**config.mk**
```make
export PLATFORM = sky130hd
export DESIGN_NAME = ssc_ctrl
export DESIGN_NICKNAME = d
export VERILOG_FILES = /design/src/hw/rtl/ssc_pkg.sv /design/src/hw/rtl/ssc_ctrl.sv
export SDC_FILE = /design/constraint.sdc
export NUM_CORES = 1
export LEC_CHECK = 0
export ABC_CLOCK_PERIOD_IN_PS = 1700
export BUFFER_PORTS_ARGS = -buffer_cell sky130_fd_sc_hd__buf_2
export CAP_MARGIN = 20
export CORE_AREA = 5 5 42 44
export CTS_CLUSTER_SIZE = 16
export DETAILED_ROUTE_END_ITERATION = 10
export DIE_AREA = 0 0 47 49
export PLACE_DENSITY_LB_ADDON = 0.1
export SYNTH_ARGS = -nofsm -noshare
export SYNTH_HDL_FRONTEND = slang
export SYNTH_SLANG_ARGS = --single-unit
export TNS_END_PERCENT = 5
```
**constraint.sdc**
```tcl
create_clock -name aclk -period 1.7 [get_ports aclk]
set_clock_uncertainty 0.05 [all_clocks]
set_input_delay 0.17 -clock aclk [delete_from_list [all_inputs] [get_ports aclk]]
set_output_delay 0.17 -clock aclk [all_outputs]
set_load 0.1 [all_outputs]
```
**src/hw/rtl/ssc_pkg.sv**
```systemverilog
// ----------------------------------------------------------------------------
// ssc_pkg
// Shared types and constants of the sparse-set component store.
// ----------------------------------------------------------------------------
package ssc_pkg;

    localparam int ACT_W     = 2;
    localparam int TYPE_W    = 4;
    localparam int ENT_W     = 10;
    localparam int SLOT_W    = 8;
    localparam int PAY_W     = 32;
    localparam int STAT_W    = 2;
    localparam int CAP_W     = 9;
    localparam int S_TDATA_W = 56;
    localparam int M_TDATA_W = 56;

    localparam logic [CAP_W-1:0] CAP_RESET = 9'd256;

    typedef enum logic [ACT_W-1:0] {
        ACT_ADD      = 2'd0,
        ACT_REMOVE   = 2'd1,
        ACT_GET_ENT  = 2'd2,
        ACT_GET_SLOT = 2'd3
    } action_t;

    typedef enum logic [STAT_W-1:0] {
        ST_OK     = 2'd0,
        ST_REJECT = 2'd1,
        ST_ABSENT = 2'd2
    } status_t;

    typedef struct packed {
        logic clear;
        logic capture;
        logic lookup;
        logic rm_first;
        logic get_read;
        logic finish;
        logic rm_finish;
        logic get_finish;
    } ctl_cmd_t;

    typedef struct packed {
        logic clr_last;
        logic rm_hit;
        logic get_hit;
        logic out_free;
    } ctl_sts_t;

endpackage

```
**src/hw/rtl/ssc_ctrl.sv**
```systemverilog
// ----------------------------------------------------------------------------
// ssc_ctrl
// Sequencer: map clearing pass, operation lookup, commit and response hand-off.
// ----------------------------------------------------------------------------
module ssc_ctrl import ssc_pkg::*; (
    input  logic     aclk,
    input  logic     aresetn,
    input  logic     s_tvalid,
    output logic     s_tready,
    input  ctl_sts_t sts,
    output ctl_cmd_t cmd
);

    typedef enum logic [5:0] {
        S_CLEAR  = 6'b000001,
        S_IDLE   = 6'b000010,
        S_LOOK   = 6'b000100,
        S_DECIDE = 6'b001000,
        S_REMOVE = 6'b010000,
        S_GET    = 6'b100000
    } state_t;

    state_t state_reg, state_next;

    always_ff @(posedge aclk) begin
        if (!aresetn) begin
            state_reg <= S_CLEAR;
        end else begin
            state_reg <= state_next;
        end
    end

    always_comb begin
        state_next = state_reg;
        cmd        = '0;
        s_tready   = 1'b0;
        case (state_reg)
            S_CLEAR: begin
                cmd.clear = 1'b1;
                if (sts.clr_last) begin
                    state_next = S_IDLE;
                end
            end
            S_IDLE: begin
                s_tready = 1'b1;
                if (s_tvalid) begin
                    cmd.capture = 1'b1;
                    state_next  = S_LOOK;
                end
            end
            S_LOOK: begin
                cmd.lookup = 1'b1;
                state_next = S_DECIDE;
            end
            S_DECIDE: begin
                if (sts.rm_hit) begin
                    cmd.rm_first = 1'b1;
                    state_next   = S_REMOVE;
                end else if (sts.get_hit) begin
                    cmd.get_read = 1'b1;
                    state_next   = S_GET;
                end else if (sts.out_free) begin
                    cmd.finish = 1'b1;
                    state_next = S_IDLE;
                end
            end
            S_REMOVE: begin
                if (sts.out_free) begin
                    cmd.rm_finish = 1'b1;
                    state_next    = S_IDLE;
                end
            end
            S_GET: begin
                if (sts.out_free) begin
                    cmd.get_finish = 1'b1;
                    state_next     = S_IDLE;
                end
            end
            default: begin
                state_next = S_IDLE;
            end
        endcase
    end

endmodule

```
Word level (Yosys, flattened, before mapping)
Index checks and enable logic that the tools add are counted.
{"block": "word_totals", "ramBits": 0, "memories": 0, "out_inout_bits": 9, "latch_bits": 0, "romBits": 0, "reg_bits": 6}
{"block": "op_classes", "div_mod_pow": 0, "n_eq_ne": 8, "n_reduce_logical": 2, "order_cmp": 0, "mul": 0, "shifts": 0, "bitwise": 0, "addsub": 0, "muxes": 19}
{"operator": "two-way mux 6 bit", "count": 5}
{"operator": "one-hot mux 6 bit (5 select lines)", "count": 1}
{"operator": "two-way mux 1 bit", "count": 11}
{"operator": "== test 6 x 1 -> 1 bit (second input constant)", "count": 1}
{"operator": "== test 6 x 2 -> 1 bit (second input constant)", "count": 1}
{"operator": "== test 6 x 3 -> 1 bit (second input constant)", "count": 1}
{"operator": "== test 6 x 4 -> 1 bit (second input constant)", "count": 1}
{"operator": "== test 6 x 5 -> 1 bit (second input constant)", "count": 1}
{"operator": "== test 6 bit (second input constant)", "count": 1}
{"operator": "inequality test 2 bit (second input constant)", "count": 2}
{"operator": "two-way mux 3 bit", "count": 1}
{"operator": "two-way mux 2 bit", "count": 1}
{"operator": "AND reduction 2 bit", "count": 1}
{"operator": "OR reduction 2 bit", "count": 1}

Depth between registers and ports, before layout
Gate-level depths: netlist (run 1).
{"block": "logic_depth", "ltp_word": 4, "mapped_depth": 6, "depth_no_buf": 5}

Worst setup path before layout (run 1)
No wires, ideal clock.
{"block": "synth_path", "kind": "reg2out", "startpoint": "reg state_reg[4]", "endpoint": "out cmd[1] (netlist bit)", "stages_incl_launch_ff": 4, "arrival_time_ns": 3.486, "path_slack_ns": -2.006, "path_cell_list": "dfxtp_1 clkbuf_2 or2b_1 nor4_1"}
{"item": "from (decl)", "line_no": "ssc_ctrl.sv:23", "source": "state_t state_reg, state_next;"}
{"item": "from (signal assigned)", "line_no": "ssc_ctrl.sv:29", "source": "state_reg <= state_next;"}
{"item": "to (decl)", "line_no": "ssc_ctrl.sv:11", "source": "output ctl_cmd_t cmd"}

==> impl_metrics.ini, run 1 <==
[placed_design]
pre_cts_slack_ns = -0.0263
portBuffers = 15
routabilityCongestion = 0.716
placed_area_sq_um = 702
dp_hpwl_um = 832
dp.cells = 84

[global_routing]
grt_max_degree = 6
gr-usage-all-layers_pct = 11.5
overflow = 0
grt_pass1_wl_um = 1930
grt_pass1_vias = 424
antenna_found_initial = 0

[cts]
cts_root_buf = clkbuf_4
cts-buffers-inserted = 3
ctsHtreeMaxLevel = 1
clock_latency_ns = 0.26
clkSlewWorstSetupHoldPaths_ns = 0.05
cts_sinks = 6
cts_tree = done
clockBufferDepth = 2

[synthesis]
syn_inst = 45
syn_nets = 52
synth.distinct_cells = 24
synth_fa_ha_area_share_pct = 0
synth-simple-area-share_pct = 45.6
synthMuxAreaShare_pct = 0
synth_compound_area_share_pct = 15.4
synth.top_cell.area_share_pct = 32.2
synth_top_area_cell = dfxtp_1
ys_ff_latch = 6
synth_top_family_by_area = simple AND/OR/NAND/NOR gates
seq_area_frac_synth_pct = 32.2
synth_area_per_cell_sq_um = 8.29
synth_xor_xnor_area_share_pct = 2.35
synthesis.area_sq_um = 373
synth.area.top_cells = dfxtp_1 (32%), and3_1 (5.0%), nor4_1 (5.0%), and3b_1 (4.7%), nor4b_1 (4.7%)
yosys_warnings = 0

[pwr]
clkPwrFrac_pct = 30.6
pwr-share-comb_pct = 35.2
p_per_area_nw_per_um2 = 572
switching_share_pct = 34.8
vdd_drop_max_mv = 0.320
p_sw_mw = 0.158
internal_power_mw = 0.296
seqPwrFrac_pct = 34.2
leakage_nw = 0.356

[drt]
ant_nets = 0
vias = 433
vias_per_cell = 4.87
wirelength_um = 1090
drc = 0
drt_first_pass_iters = 3
avgRoutedWirePerCell_um = 12.2
drt_iter0_drc = 2

[sta]
finalSetupViolations = 6
setup_tns_ns = -0.436
rsz0062_at_grt = yes
period_share_pct = 108
worst_slack_ns = -0.138
slew_headroom_pct = 81.4
slew_violations = 0
maxClockFrequency_ghz = 0.544
hold_violations = 0
worstMarginPinSlew_ns = 0.275
period_needed_ns = 1.84

[finish]
finalNetCount = 82
multi_input_area_sq_um = 308
stdcell_count = 89
finalInstanceArea_sq_um = 793
diodes = 0
area_growth_pct = 113
nFillCells = 138
regArea_sq_um = 128
largest_register_ffs = 6
drive_gt1_share_pct = 63.0

[worst_hold_path]
min_from = sts[3]
hold_path_class = primary input to flop
holdPathEnd = state_reg[0]
hold_depth = 2

[die]
die_h_um = 49
die-area_sq_um = 2300
core_area_sq_um = 1400
rows = 14
io_pins = 16
fp.dieW_um = 47
initial_core_util_pct = 26.6

[setup_path]
reg2reg_slack_ns = -0.05
endpoint_kind = primary output
reg2reg_to = state_reg[1]
rr_worst_depth = 6
slowest_stage = dfxtp_2
critPathLaunchType = flop
worstPathArrival_ns = 1.62
critPathMaxFanout = 5
crit_top_cell = and3b_2
crit_required_ns = 1.48
r2r-start = state_reg[0]
crit_type = flop to primary output
crit_chain = nor4_4 > and3b_2 > buf_6 > and3b_2 > buf_12
cpPeakStageDelay_ns = 0.34

[status]
violations = negative setup slack
outcome = complete, but fails checks

[run]
drv_cap = 0
==> power by group through the flow <==
stage | Clock (mW) | Sequential [mW] | Combinational [mW]
after global placement | 0 | 0.155 | 0.142
after detailed placement | 0 | 0.155 | 0.142
after CTS | 0.143 | 0.154 | 0.155
final | 0.139 | 0.155 | 0.160
after floorplan | 0 | 0.158 | 0.0780
after global routing | 0.151 | 0.156 | 0.170
==> what timing repair did <==
| action | CTS | global route |
|---|---|---|
| hold buffers | 0 | 0 |
| setup endpoints to repair | 6 | 8 |
| setup buffers | 1 | 1 |
| pin swaps | 3 | 2 |
| gates resized for setup | 11 | 5 |
==> synthesized netlist by cell type, drive strengths merged <==
cell type	count
a2bb2oi	1
and3b	3
nand2	2
nor4b	2
nor2	4
o21a	2
a21oi	1
inv	3
a31oi	1
nor4	3
and4b	1
dfxtp	6
clkbuf	1
xnor2	1
o211a	1
o21ai	1
and2	2
nor3b	1
or2b	2
or4	1
nor2b	2
and3	3
a211oi	1
==> cells by family after synthesis <==
group,Yosys count
simple gates,26
compound gates,8
flops,6
buf+inv,4
xor+xnor,1
==> cells in the final DEF (no fill, tap or decap), drive strengths merged, types with 2 or more instances in the layout <==
master	instances
nor4b	2
clkbuf	3
and3	3
nor2b	2
inv	3
nor2	4
nor4	3
dfxtp	6
buf	26
o21a	2
and3b	3
or2b	2
and2	2
nand2	2
==> worst max-delay path: cells and delay by family, from the launching register on <==
| family | cells | cell delay, ns |
|---|---|---|
| simple gates | 3 | 0.75 |
| flops | 1 | 0.34 |
| buf+inv | 2 | 0.28 |
==> routing by layer <==
metal | global-route usage (%) | part of all wire [%] | vias to the layer above | wire [um]
met5 | 0 | 0 | - | 0
met4 | 4.15 | 1.1 | 0 | 12
met3 | 5.54 | 5.6 | 2 | 61
met2 | 17.4 | 51 | 9 | 555
met1 | 13.8 | 42 | 201 | 459
li1 | - | - | 221 | -
==> worst max path at each step <==
stage                       from            to  slack (ns)  depth (start not counted)
floorplan           state_reg[4]  state_reg[1]       -0.30                          6
global placement    state_reg[5]  state_reg[1]        0.01                          5
detailed placement  state_reg[5]  state_reg[1]       -0.03                          5
CTS                 state_reg[1]        cmd[3]       -0.11                          5
global route        state_reg[1]        cmd[3]       -0.21                          5
finish              state_reg[1]        cmd[3]       -0.14                          5
==> through the flow <==
step           utilization (%)  power, mW  hold slack (ns)
2_1_floorplan                -      0.236            0.230
3_3_place_gp              50.1      0.297            0.379
3_5_place_dp              50.1      0.297            0.382
4_1_cts                   54.7      0.452           0.0995
5_1_grt                   56.6      0.477            0.138
6_report                  56.6      0.454            0.128
==> area by class of cell <==
class / count / share of cell area (%)
clock buffer: 3 / 2.84
inverter: 3 / 1.42
multi-input combinational: 35 / 38.8
sequential: 6 / 16.1
tap: 16 / 2.52
timing repair buffer: 26 / 38.3
Note: power is estimated with default switching activity, not from simulation.
==> run 2: changes to the inputs <==
--- a/config.mk
+++ b/config.mk
@@ -5,7 +5,7 @@
 export SDC_FILE = /design/constraint.sdc
 export NUM_CORES = 1
 export LEC_CHECK = 0
-export ABC_CLOCK_PERIOD_IN_PS = 1700
+export ABC_CLOCK_PERIOD_IN_PS = 1500
 export BUFFER_PORTS_ARGS = -buffer_cell sky130_fd_sc_hd__buf_2
 export CAP_MARGIN = 20
 export CORE_AREA = 5 5 42 44
==> constraint.sdc (replaced) <==
create_clock -name aclk -period 1.5 [get_ports aclk]
set_clock_uncertainty 0.05 [all_clocks]
set_input_delay 0.15 -clock aclk [delete_from_list [all_inputs] [get_ports aclk]]
set_output_delay 0.15 -clock aclk [all_outputs]
set_load 0.1 [all_outputs]
==> impl_metrics.ini, run 2 (same netlist as run 1, synthesis figures left out) <==
[status]
outcome = complete, but fails checks
violations = negative setup slack

[drt]
drc = 0
drt_iter0_drc = 12
vias = 439
vias_per_cell = 4.93
drt_first_pass_iters = 2
ant_nets = 0
wirelength_um = 1170
avgRoutedWirePerCell_um = 13.1

[sta]
hold_violations = 0
finalSetupViolations = 9
period_share_pct = 122
slew_violations = 0
maxClockFrequency_ghz = 0.547
worst_slack_ns = -0.327
period_needed_ns = 1.83
slew_headroom_pct = 76.8
setup_tns_ns = -2.05
rsz0062_at_grt = yes
worstMarginPinSlew_ns = 0.347

[global_routing]
grt_max_degree = 6
antenna_found_initial = 0
use_met1_pct = 14.6
use_met2_pct = 17.9
overflow = 0
grt_pass1_vias = 452
grt_pass1_wl_um = 1990
grt.met3_usage_pct = 5.54
busiest_layer = met2
gr-usage-all-layers_pct = 11.7

[setup_path]
endpoint_kind = primary output
r2r-start = state_reg[0]
rr_worst_depth = 6
cp-endpoint = cmd[3]
worstPathArrival_ns = 1.63
reg2reg_slack_ns = -0.19
startpoint = state_reg[1]
crit_required_ns = 1.30
critPathMaxFanout = 5
critPathLaunchType = flop
crit_type = flop to primary output
reg2reg_to = state_reg[1]

[die]
die-area_sq_um = 2300
fp.dieW_um = 47
initial_core_util_pct = 26.6
io_pins = 16
die_h_um = 49
rows = 14
core_area_sq_um = 1400

[finish]
diodes = 0
mostFrequentLayoutCells = buf_12 (9), buf_4 (8), buf_2 (6)
finalInstanceArea_sq_um = 803
area_growth_pct = 115
final_util_pct = 57.3
drive_gt1_share_pct = 64.4
finalNetCount = 82
final_common_cell = buf_12
largest_register_ffs = 6
nFillCells = 132

[cts]
cts_root_buf = clkbuf_4
clockBufferDepth = 2
cts-buffers-inserted = 3
holdBufCountCts = 0
clkSlewWorstSetupHoldPaths_ns = 0.05
cts_tree = done
cts_sinks = 6
clock_latency_ns = 0.24
ctsHtreeMaxLevel = 1

[pwr]
p_per_area_nw_per_um2 = 634
leakage_nw = 0.358
total_power_mw = 0.509
vdd_drop_max_mv = 0.389

[placed_design]
routabilityCongestion = 0.786
portBuffers = 15
placed_area_sq_um = 716
dp_hpwl_um = 876
pre_cts_slack_ns = -0.199

[worst_hold_path]
hold_path_class = primary input to flop

[run]
drv_cap = 0
==> run 2: stage by stage <==
stage          cells  hold WS (ns)
5_1_grt           89         0.124
2_1_floorplan     45         0.210
3_3_place_gp      85         0.361
3_5_place_dp      85         0.359
6_report          89        0.0950
4_1_cts           89        0.0952
==> run 2: report_power, final <==
part / switching, mW / internal, mW
combinational: 0.104 / 0.0792
sequential: 0.00960 / 0.167
clock: 0.0584 / 0.0905
==> run 2: worst min-delay path by stage <==
stage | from | cells past startpoint | slack, ns | endpoint
after floorplan | aresetn | 1 | 0.21 | state_reg[0]
after global placement | s_tvalid | 2 | 0.36 | state_reg[2]
after detailed placement | s_tvalid | 2 | 0.36 | state_reg[2]
after CTS | sts[3] | 2 | 0.1 | state_reg[0]
after global routing | aresetn | 2 | 0.12 | state_reg[4]
final | sts[3] | 2 | 0.09 | state_reg[0]
==> run 2: layer usage <==
layer	vias to the layer above	part of all wire, %	wire length [um]
li1	222	-	-
met1	207	44	517
met2	8	52	610
met3	2	3.0	35
met4	0	0.51	6
met5	-	0	0
==> run 2: worst max-delay path: stages (launching register included) <==
cell and delay (ns):
dfxtp_2 0.34, nor4_4 0.30, and3b_2 0.24, buf_6 0.11, and3b_2 0.21, buf_12 0.18
==> run 2: what timing repair did <==
item                                    CTS  global route
pin swaps                                 3             3
setup buffers                             1             0
gates resized for setup                  13             3
endpoints found under the setup margin   13            14
cloned                                    0             0
==> run 2: area by class of cell <==
cell class                      count  area (sq um)  area share (%)
Multi-Input combinational cell     35           318            39.6
Timing Repair Buffer               26           304            37.9
Sequential cell                     6           128            15.9
Clock buffer                        3          22.5            2.80
Tap cell                           16          20.0            2.49
Inverter                            3          11.3            1.40
